### config.mk
export PLATFORM = sky130hd
export DESIGN_NAME = tilt_angles_and_yaw_integrator
export DESIGN_NICKNAME = d
export VERILOG_FILES = /design/src/hdl/tayi_pkg.sv /design/src/hdl/tayi_queue.sv /design/src/hdl/tayi_back.sv /design/src/hdl/tayi_front.sv /design/src/hdl/tilt_angles_and_yaw_integrator.sv
export VERILOG_INCLUDE_DIRS = /design/src /design/src/hdl
export SDC_FILE = /design/constraint.sdc
export NUM_CORES = 2
export LEC_CHECK = 0
export BUFFER_PORTS_ARGS = -buffer_cell sky130_fd_sc_hd__buf_4
export CAP_MARGIN = 10
export CORE_ASPECT_RATIO = 1.5
export CORE_UTILIZATION = 43
export CTS_CLUSTER_DIAMETER = 40
export DETAILED_ROUTE_END_ITERATION = 10
export GPL_ROUTABILITY_DRIVEN = 1
export PLACE_DENSITY = 0.58
export SLEW_MARGIN = 20
export SYNTH_ARGS = -nofsm -noshare
export SYNTH_HDL_FRONTEND = slang
export SYNTH_SLANG_ARGS = --single-unit
### constraint.sdc
create_clock -name i_clk -period 31 [get_ports i_clk]
set_input_delay 0 -clock i_clk [delete_from_list [all_inputs] [get_ports i_clk]]
set_output_delay 0 -clock i_clk [all_outputs]
set_load 0.01 [all_outputs]
### src/hdl/assert_macros.svh
// Assertion macros shared by the tilt and yaw integrator modules.
// Each macro expands to one labeled concurrent assertion on i_clk.
`ifndef ASSERT_MACROS_SVH
`define ASSERT_MACROS_SVH

// Implication that must hold while out of reset.
`define ASSERT_IMP(lbl, ante, cons) \
    lbl: assert property (@(posedge i_clk) disable iff (!i_rst_n) (ante) |-> (cons)) \
        else $error("assertion failed");

// Next-cycle implication that must hold while out of reset.
`define ASSERT_NEXT(lbl, ante, cons) \
    lbl: assert property (@(posedge i_clk) disable iff (!i_rst_n) (ante) |=> (cons)) \
        else $error("assertion failed");

`endif

### src/hdl/tayi_pkg.sv
// Package for the tilt angles and yaw integrator: widths, constants, CORDIC table.
// No dependencies.
`timescale 1ns / 1ps

package tayi_pkg;

    localparam int CORDIC_STEPS        = 16;
    localparam int ANGLE_FRACTION_BITS = 7;
    localparam int DATA_SHIFT          = 30;
    localparam int ANGLE_UNIT_BITS     = 22;
    localparam int ROUND_SHIFT         = ANGLE_UNIT_BITS - ANGLE_FRACTION_BITS;
    localparam int YAW_SHIFT           = 24 - ANGLE_FRACTION_BITS;
    localparam int STEP_W              = $clog2(CORDIC_STEPS + 1);

    // CORDIC datapath width: 16-bit inputs at 2^30 grow by the gain and a sqrt(2).
    localparam int DW = 50;
    // Angle accumulator width (2^-22 degree, range just under +-512 degrees).
    localparam int ZW = 32;
    localparam int ACC_W = 48;

    localparam logic signed [ZW-1:0] HALF_TURN = 32'sd754974720;
    localparam logic signed [31:0]   GAIN_Q30  = 32'sd1768195363;
    localparam logic [15:0]          YAW_GAIN_RESET = 16'd12807;

    localparam int QUEUE_DEPTH = 2;
    localparam int QPTR_W      = 1;

    typedef struct packed {
        logic signed [15:0] accel_x;
        logic signed [15:0] accel_y;
        logic signed [15:0] accel_z;
        logic signed [15:0] gyro_z;
    } t_sample;

    function automatic logic signed [ZW-1:0] atan_units(input logic [4:0] idx);
        logic signed [ZW-1:0] v;
        begin
            unique case (idx)
                5'd0:  v = 32'sd188743680;
                5'd1:  v = 32'sd111421900;
                5'd2:  v = 32'sd58872272;
                5'd3:  v = 32'sd29884485;
                5'd4:  v = 32'sd15000234;
                5'd5:  v = 32'sd7507429;
                5'd6:  v = 32'sd3754631;
                5'd7:  v = 32'sd1877430;
                5'd8:  v = 32'sd938729;
                5'd9:  v = 32'sd469366;
                5'd10: v = 32'sd234683;
                5'd11: v = 32'sd117342;
                5'd12: v = 32'sd58671;
                5'd13: v = 32'sd29335;
                5'd14: v = 32'sd14668;
                5'd15: v = 32'sd7334;
                5'd16: v = 32'sd3667;
                5'd17: v = 32'sd1833;
                5'd18: v = 32'sd917;
                5'd19: v = 32'sd458;
                5'd20: v = 32'sd229;
                5'd21: v = 32'sd115;
                5'd22: v = 32'sd57;
                5'd23: v = 32'sd29;
                default: v = '0;
            endcase
            return v;
        end
    endfunction

endpackage

### src/hdl/tayi_queue.sv
// Two-entry item queue between the front and the back of the integrator.
// Depends on tayi_pkg for the sample type and queue depth.
`timescale 1ns / 1ps

module tayi_queue import tayi_pkg::*; (
    input  logic    i_clk,
    input  logic    i_rst_n,
    input  logic    i_push,
    input  t_sample i_data,
    output logic    o_full,
    output logic    o_empty,
    input  logic    i_pop,
    output t_sample o_data
);

    t_sample             r_mem [QUEUE_DEPTH];
    logic [QPTR_W-1:0]   r_wp, r_rp;
    logic [QPTR_W:0]     r_cnt;

    assign o_full  = (r_cnt == (QPTR_W+1)'(QUEUE_DEPTH));
    assign o_empty = (r_cnt == '0);
    assign o_data  = r_mem[r_rp];

    always_ff @(posedge i_clk) begin
        if (i_push) begin
            r_mem[r_wp] <= i_data;
        end
        if (!i_rst_n) begin
            r_wp  <= '0;
            r_rp  <= '0;
            r_cnt <= '0;
        end else begin
            if (i_push) r_wp <= r_wp + 1'b1;
            if (i_pop)  r_rp <= r_rp + 1'b1;
            r_cnt <= r_cnt + (QPTR_W+1)'(i_push) - (QPTR_W+1)'(i_pop);
        end
    end

`include "assert_macros.svh"
    `ASSERT_IMP(a_no_overflow, i_push, !o_full)
    `ASSERT_IMP(a_no_underflow, i_pop, !o_empty)

endmodule

### src/hdl/tayi_back.sv
// Back part: shared CORDIC for roll then pitch, yaw accumulation, output register.
// Depends on tayi_pkg.
`timescale 1ns / 1ps

module tayi_back import tayi_pkg::*; (
    input  logic                     i_clk,
    input  logic                     i_rst_n,
    input  logic                     i_yaw_gain_we,
    input  logic [15:0]              i_yaw_gain,
    input  logic                     i_q_empty,
    input  t_sample                  i_q_data,
    output logic                     o_q_pop,
    output logic                     o_valid,
    input  logic                     i_stall,
    output logic signed [15:0]       o_roll_angle,
    output logic signed [14:0]       o_pitch_angle,
    output logic signed [30:0]       o_yaw_angle
);

    typedef enum logic [4:0] {
        S_IDLE  = 5'b00001,
        S_ROLL  = 5'b00010,
        S_PMUL  = 5'b00100,
        S_PITCH = 5'b01000,
        S_DONE  = 5'b10000
    } t_state;

    t_state                   r_state, n_state;
    logic signed [DW-1:0]     r_x, r_y, n_x, n_y;
    logic signed [ZW-1:0]     r_z, n_z, r_roll_z;
    logic [STEP_W-1:0]        r_step, n_step;
    logic signed [15:0]       r_ax;
    logic [15:0]              r_gain;
    logic signed [ACC_W-1:0]  r_acc;
    logic                     r_ovalid;
    logic signed [15:0]       r_roll;
    logic signed [14:0]       r_pitch;
    logic signed [30:0]       r_yaw;

    // Shared CORDIC step.
    logic signed [DW-1:0] w_dx, w_dy;
    logic [4:0]           w_idx;
    assign w_idx = 5'(r_step);
    assign w_dx  = r_y >>> r_step;
    assign w_dy  = r_x >>> r_step;

    // Pre-rotation for a fresh vector.
    function automatic logic [DW+DW+ZW-1:0] prerot(input logic signed [DW-1:0] x,
                                                   input logic signed [DW-1:0] y);
        logic signed [ZW-1:0] z0;
        begin
            z0 = '0;
            if (x < 0) begin
                z0 = (y >= 0) ? HALF_TURN : -HALF_TURN;
                x  = -x;
                y  = -y;
            end
            return {x, y, z0};
        end
    endfunction

    logic signed [DW-1:0] w_px, w_py, w_mx, w_my;
    logic signed [ZW-1:0] w_pz, w_mz;
    logic signed [DW-1:0] w_roll_x, w_roll_y, w_pit_y;
    logic signed [63:0]   w_prod;
    assign w_roll_x = DW'(i_q_data.accel_z) <<< DATA_SHIFT;
    assign w_roll_y = DW'(i_q_data.accel_y) <<< DATA_SHIFT;
    assign {w_px, w_py, w_pz} = prerot(w_roll_x, w_roll_y);
    assign w_prod  = 64'(-17'(r_ax)) * 64'(GAIN_Q30);
    assign w_pit_y = DW'(w_prod);
    assign {w_mx, w_my, w_mz} = prerot(r_x, w_pit_y);

    logic w_zero;
    logic w_last;
    assign w_last = (r_step == STEP_W'(CORDIC_STEPS - 1));

    // Yaw accumulate with saturation. The increment fits 33 signed bits, and the
    // sum then fits 49, so the top three bits tell whether the 48-bit range is left.
    logic signed [32:0]      w_inc;
    logic signed [ACC_W+1:0] w_sum;
    logic signed [ACC_W-1:0] w_acc_sat;
    assign w_inc = 33'(i_q_data.gyro_z) * 33'($signed({1'b0, r_gain}));
    assign w_sum = (ACC_W+2)'(r_acc) + (ACC_W+2)'(w_inc);
    always_comb begin
        if (!w_sum[ACC_W+1] && (|w_sum[ACC_W:ACC_W-1]))
            w_acc_sat = {1'b0, {(ACC_W-1){1'b1}}};
        else if (w_sum[ACC_W+1] && !(&w_sum[ACC_W:ACC_W-1]))
            w_acc_sat = {1'b1, {(ACC_W-1){1'b0}}};
        else
            w_acc_sat = w_sum[ACC_W-1:0];
    end

    function automatic logic signed [ZW-1:0] rnd(input logic signed [ZW-1:0] z);
        begin
            return (z + ZW'(1 << (ROUND_SHIFT - 1))) >>> ROUND_SHIFT;
        end
    endfunction

    logic signed [ZW-1:0] w_roll_r, w_pit_r;
    assign w_roll_r = rnd(r_roll_z);
    assign w_pit_r  = rnd(r_z);
    assign w_zero   = (i_q_data.accel_y == 0) && (i_q_data.accel_z == 0);

    always_comb begin
        n_state = r_state;
        n_x = r_x; n_y = r_y; n_z = r_z; n_step = r_step;
        o_q_pop = 1'b0;
        unique case (r_state)
            S_IDLE: begin
                if (!i_q_empty && !r_ovalid) begin
                    n_x = w_px; n_y = w_py; n_z = w_pz; n_step = '0;
                    n_state = S_ROLL;
                end
            end
            S_ROLL, S_PITCH: begin
                if (r_y >= 0) begin
                    n_x = r_x + w_dx; n_y = r_y - w_dy; n_z = r_z + atan_units(w_idx);
                end else begin
                    n_x = r_x - w_dx; n_y = r_y + w_dy; n_z = r_z - atan_units(w_idx);
                end
                n_step = r_step + 1'b1;
                if (w_last) n_state = (r_state == S_ROLL) ? S_PMUL : S_DONE;
            end
            S_PMUL: begin
                n_x = w_mx; n_y = w_my; n_z = w_mz; n_step = '0;
                n_state = S_PITCH;
            end
            S_DONE: begin
                o_q_pop = 1'b1;
                n_state = S_IDLE;
            end
            default: n_state = S_IDLE;
        endcase
    end

    // Zero vectors: a zero vector keeps x and y at zero through every rotation,
    // so only the angle has to be forced to zero.
    logic r_rzero, r_pzero;

    always_ff @(posedge i_clk) begin
        r_x <= n_x; r_y <= n_y; r_z <= n_z; r_step <= n_step;
        if (r_state == S_IDLE) begin
            r_ax    <= i_q_data.accel_x;
            r_rzero <= w_zero;
        end
        if (r_state == S_ROLL && w_last) r_roll_z <= r_rzero ? '0 : n_z;
        if (r_state == S_PMUL) r_pzero <= r_rzero && (r_ax == 0);
        if (r_state == S_DONE) begin
            r_roll  <= 16'(w_roll_r);
            r_pitch <= r_pzero ? '0 : 15'(w_pit_r);
            r_yaw   <= 31'(w_acc_sat >>> YAW_SHIFT);
        end
        if (!i_rst_n) begin
            r_state  <= S_IDLE;
            r_ovalid <= 1'b0;
            r_acc    <= '0;
            r_gain   <= YAW_GAIN_RESET;
        end else begin
            r_state <= n_state;
            if (i_yaw_gain_we) r_gain <= i_yaw_gain;
            if (r_state == S_DONE) begin
                r_acc    <= w_acc_sat;
                r_ovalid <= 1'b1;
            end else if (r_ovalid && !i_stall) begin
                r_ovalid <= 1'b0;
            end
        end
    end

    assign o_valid       = r_ovalid;
    assign o_roll_angle  = r_roll;
    assign o_pitch_angle = r_pitch;
    assign o_yaw_angle   = r_yaw;

`include "assert_macros.svh"
    `ASSERT_IMP(a_pop_nonempty, o_q_pop, !i_q_empty)
    `ASSERT_NEXT(a_done_valid, r_state == S_DONE, r_ovalid)
    `ASSERT_IMP(a_roll_range, r_ovalid, r_roll <= 16'sd23040 && r_roll >= -16'sd23040)

endmodule

### src/hdl/tayi_front.sv
// Front part: accepts input items into the queue.
// Depends on tayi_pkg and tayi_queue.
`timescale 1ns / 1ps

module tayi_front import tayi_pkg::*; (
    input  logic    i_clk,
    input  logic    i_rst_n,
    input  logic    i_valid,
    output logic    o_stall,
    input  t_sample i_data,
    input  logic    i_pop,
    output logic    o_empty,
    output t_sample o_data
);

    logic w_full, w_push;
    assign o_stall = w_full;
    assign w_push  = i_valid && !w_full;

    tayi_queue u_queue (
        .i_clk  (i_clk),
        .i_rst_n(i_rst_n),
        .i_push (w_push),
        .i_data (i_data),
        .o_full (w_full),
        .o_empty(o_empty),
        .i_pop  (i_pop),
        .o_data (o_data)
    );

endmodule

### src/hdl/tilt_angles_and_yaw_integrator.sv
// Top level of the tilt angles and yaw integrator.
// Depends on tayi_pkg, tayi_front, tayi_queue and tayi_back.
//
//  channel   | handshake            | payload
//  input     | i_valid / o_stall    | i_accel_x, i_accel_y, i_accel_z, i_gyro_z
//  result    | o_valid / i_stall    | o_roll_angle, o_pitch_angle, o_yaw_angle
//  config    | i_yaw_gain_we        | i_yaw_gain
//
// Each item passes the back end in order: one load, sixteen CORDIC rotations
// for roll, one pitch setup multiply, sixteen rotations for pitch and one finish.
// The next item loads only after the result has left, so the back end works on one item at a time.
// Reset is synchronous and active low; it clears the queue and the yaw sum and
// returns the gain to its reset value.
// The front queue holds two items, so input is taken while the back end works.
// A stalled result holds its register; the back end then waits before the next item.
`timescale 1ns / 1ps

module tilt_angles_and_yaw_integrator import tayi_pkg::*; (
    input  logic               i_clk,
    input  logic               i_rst_n,
    input  logic               i_yaw_gain_we,
    input  logic [15:0]        i_yaw_gain,
    input  logic               i_valid,
    output logic               o_stall,
    input  logic signed [15:0] i_accel_x,
    input  logic signed [15:0] i_accel_y,
    input  logic signed [15:0] i_accel_z,
    input  logic signed [15:0] i_gyro_z,
    output logic               o_valid,
    input  logic               i_stall,
    output logic signed [15:0] o_roll_angle,
    output logic signed [14:0] o_pitch_angle,
    output logic signed [30:0] o_yaw_angle
);

    t_sample w_in, w_q;
    logic    w_empty, w_pop;

    assign w_in = '{accel_x: i_accel_x, accel_y: i_accel_y,
                    accel_z: i_accel_z, gyro_z: i_gyro_z};

    // The front only buffers items; all arithmetic lives in the back end.
    tayi_front u_front (
        .i_clk  (i_clk),
        .i_rst_n(i_rst_n),
        .i_valid(i_valid),
        .o_stall(o_stall),
        .i_data (w_in),
        .i_pop  (w_pop),
        .o_empty(w_empty),
        .o_data (w_q)
    );

    tayi_back u_back (
        .i_clk        (i_clk),
        .i_rst_n      (i_rst_n),
        .i_yaw_gain_we(i_yaw_gain_we),
        .i_yaw_gain   (i_yaw_gain),
        .i_q_empty    (w_empty),
        .i_q_data     (w_q),
        .o_q_pop      (w_pop),
        .o_valid      (o_valid),
        .i_stall      (i_stall),
        .o_roll_angle (o_roll_angle),
        .o_pitch_angle(o_pitch_angle),
        .o_yaw_angle  (o_yaw_angle)
    );

endmodule
==> run_results.csv <==
group,metric,value,unit
global_route,antenna_found_initial,19,
critical_path,crit_arrival,11.66,ns
die,coreArea,150000,um2
synth,ys_types,98,
detailed_routing,vias,54600,
timing,worst_pin_slew,1.17,ns
die,io_pins,149,
critical_path,cp_slowest_cell,"xor2_1",
synth,synth-seq-cells,464,
global_route,grt_usage,29.4,%
timing,rsz0062_at_grt,"no",
clock_network,post-cts-setup-buffers,0,
critical_path,cp-end-kind,"register",
detailed_routing,drt_first_iter_violations,4187,
finish,syn_to_final_growth,10.9,%
clock_network,clock_path_buffers,3,
timing,fmax,89.1,MHz
detailed_routing,drc_errors,0,
clock_network,root_buffer,"clkbuf_16",
synth,synthesis.nets,8320,
timing,finalSetupViolCount,0,
synth,async_flop_share,0,%
synth,synth_area_per_cell,9.21,um2
die,rows,174,
clock_network,clk_transition_reported_paths,0.06,ns
critical_path,cp.required,31.44,ns
critical_path,crit_type,"reg2reg",
die,start_util,43.3,%
critical_path,worst_setup_path_start_kind,"register",
critical_path,crit_family,"adder cells",
timing,worst_clock_skew,0.0354,ns
clock_network,hold_buffers,145,
die,die_area,153000,um2
clock_network,clock_sinks,464,
finish,final_common_cell,"inv_1",
placed_design,post-dp-hpwl,177,mm
timing,tns,0,ns
timing,min_period,11.22,ns
synth,netlist_area,65000,um2
placed_design,gp_congestion,1.00,
synth,ys_warn_count,0,
timing,relSlewSlack,21.9,%
clock_network,cts_resized,0,
clock_network,cts_tree,"done",
clock_network,cts_buffers,77,
synth,synth-edff-count,344,
finish,drive_above_1_share,9.54,%
placed_design,port-buffer-count,148,
die,die_w,320,um
detailed_routing,wl,225,mm
global_route,first_global_vias,56200,
detailed_routing,drt-wirelength-per-cell,24.6,um
critical_path,slowest_delay,0.81,ns
die,die-height,478,um
detailed_routing,vias_per_cell,5.95,
detailed_routing,drt.antenna.violating_nets,0,
finish,nets,8424,
critical_path,cp.buffers_inverters,6,
synth,synthCells,7057,
critical_path,path_common_cell,"fa_1",
timing,hold_viol,0,
detailed_routing,drtPass1Iterations,6,
run,drv_cap,0,
min_path,hp-class,"in2reg",
global_route,grt_overflow_total,0,
clock_network,clk_latency,0.72,ns
run_status,outcome,"finished clean",
finish,layout_common_cells,"inv_1 (891), ha_1 (646), nand2_1 (616), fa_1 (532), a21oi_1 (355)",
synth,ys.flop_type,"edfxtp_1",
synth,synth-seq-area-share,19.6,%
timing,period_share,36.2,%
clock_network,htreeDepth,3,
timing,slew_viol_final,0,
global_route,grt_pass1_wl,343,mm
critical_path,crit_fanout,15,
global_route,grt_max_degree,146,
Yosys cell counts, drive strengths merged, types with 125 or more instances:
cell / instances / area, um2
clkbuf: 246 / 923
ha: 646 / 8080
nand3: 129 / 646
inv: 896 / 3360
xor2: 219 / 1920
fa: 532 / 10700
o21ai: 341 / 1710
mux2i: 188 / 1880
nor2b: 126 / 788
nand2: 616 / 2310
nor2: 334 / 1250
edfxtp: 344 / 10300
nor3: 125 / 631
mux4: 145 / 3270
a21oi: 359 / 1800
xnor2: 289 / 2530
layout make-up:
| type | instances | area, um2 |
|---|---|---|
| inverter | 900 | 3380 |
| timing repair buffer | 375 | 3220 |
| multi-input combinational | 5343 | 47500 |
| clock inverter | 55 | 721 |
| tap | 1936 | 2420 |
| clock buffer | 88 | 2070 |
| sequential | 464 | 12700 |
| fill | 14200 | 77900 |
| antenna | 5 | 12.5 |
cell families after synthesis:
group / synth area share (%)
compound gates: 14.4
xor+xnor: 6.84
fa+ha+maj: 29.1
buf+inv: 7.48
flops: 19.6
mux: 9.37
simple gates: 13.2
per-layer routing:
layer	global-route usage, %	up-vias	wire, um
met1	33.9	27100	86300
met3	3.91	616	11400
met4	18.1	30	15400
li1	-	24900	-
met5	0	-	193
met2	51.4	1881	112000
registers in the layout (all words and copies together), names as in the netlist, 2 cells and up, named ones only:
name / flops
u_back.r_ax: 16
u_back.o_roll_angle: 16
u_back.r_state: 5
u_back.r_gain: 16
u_front.u_queue.r_mem: 128
u_front.u_queue.r_cnt: 2
u_back.r_z: 17
u_back.r_x: 50
u_back.r_step: 5
u_back.r_roll_z: 17
u_back.o_pitch_angle: 15
u_back.o_yaw_angle: 31
u_back.r_y: 50
u_back.r_acc: 48
worst paths after layout:
| check | end | cells after the start | startpoint | slack (ns) |
|---|---|---|---|---|
| worst max-delay path | u_back.r_roll_z[28] | 32 | u_back.r_ax[0] | 19.78 |
| worst min-delay path | u_front.u_queue.r_mem[0][5] | 2 | i_gyro_z[5] | 0.02 |
| worst max register to register | u_back.r_roll_z[28] | 32 | u_back.r_ax[0] | 19.78 |
| worst min register to register | u_back.r_acc[31] | 2 | u_back.r_acc[31] | 0.48 |
worst register-to-register path, delay by kind of cell (launching register included):
| kind | cells | cell delay [ns] |
|---|---|---|
| simple gates | 8 | 1.14 |
| flops | 1 | 0.67 |
| compound gates | 6 | 1.82 |
| xor+xnor | 2 | 1.56 |
| buf+inv | 6 | 0.82 |
| fa+ha+maj | 10 | 4.95 |
per-stage QoR:
step                      setup WS, ns  std cells  area (um2)  hold WS (ns)  utilization, %
after floorplan                  21.25       7057       65000        0.0989               -
after global placement           19.85       8873       67800         0.187            45.2
after detailed placement         19.92       8873       67800         0.189            45.2
after CTS                        19.90       9161       72100       0.00120            48.0
after global routing             19.31       9163       72100       0.00624            48.1
final                            19.78       9166       72100        0.0197            48.1
Power is not shown: default switching activity piles up to over one toggle a cycle in this logic, so the estimate is an artifact.
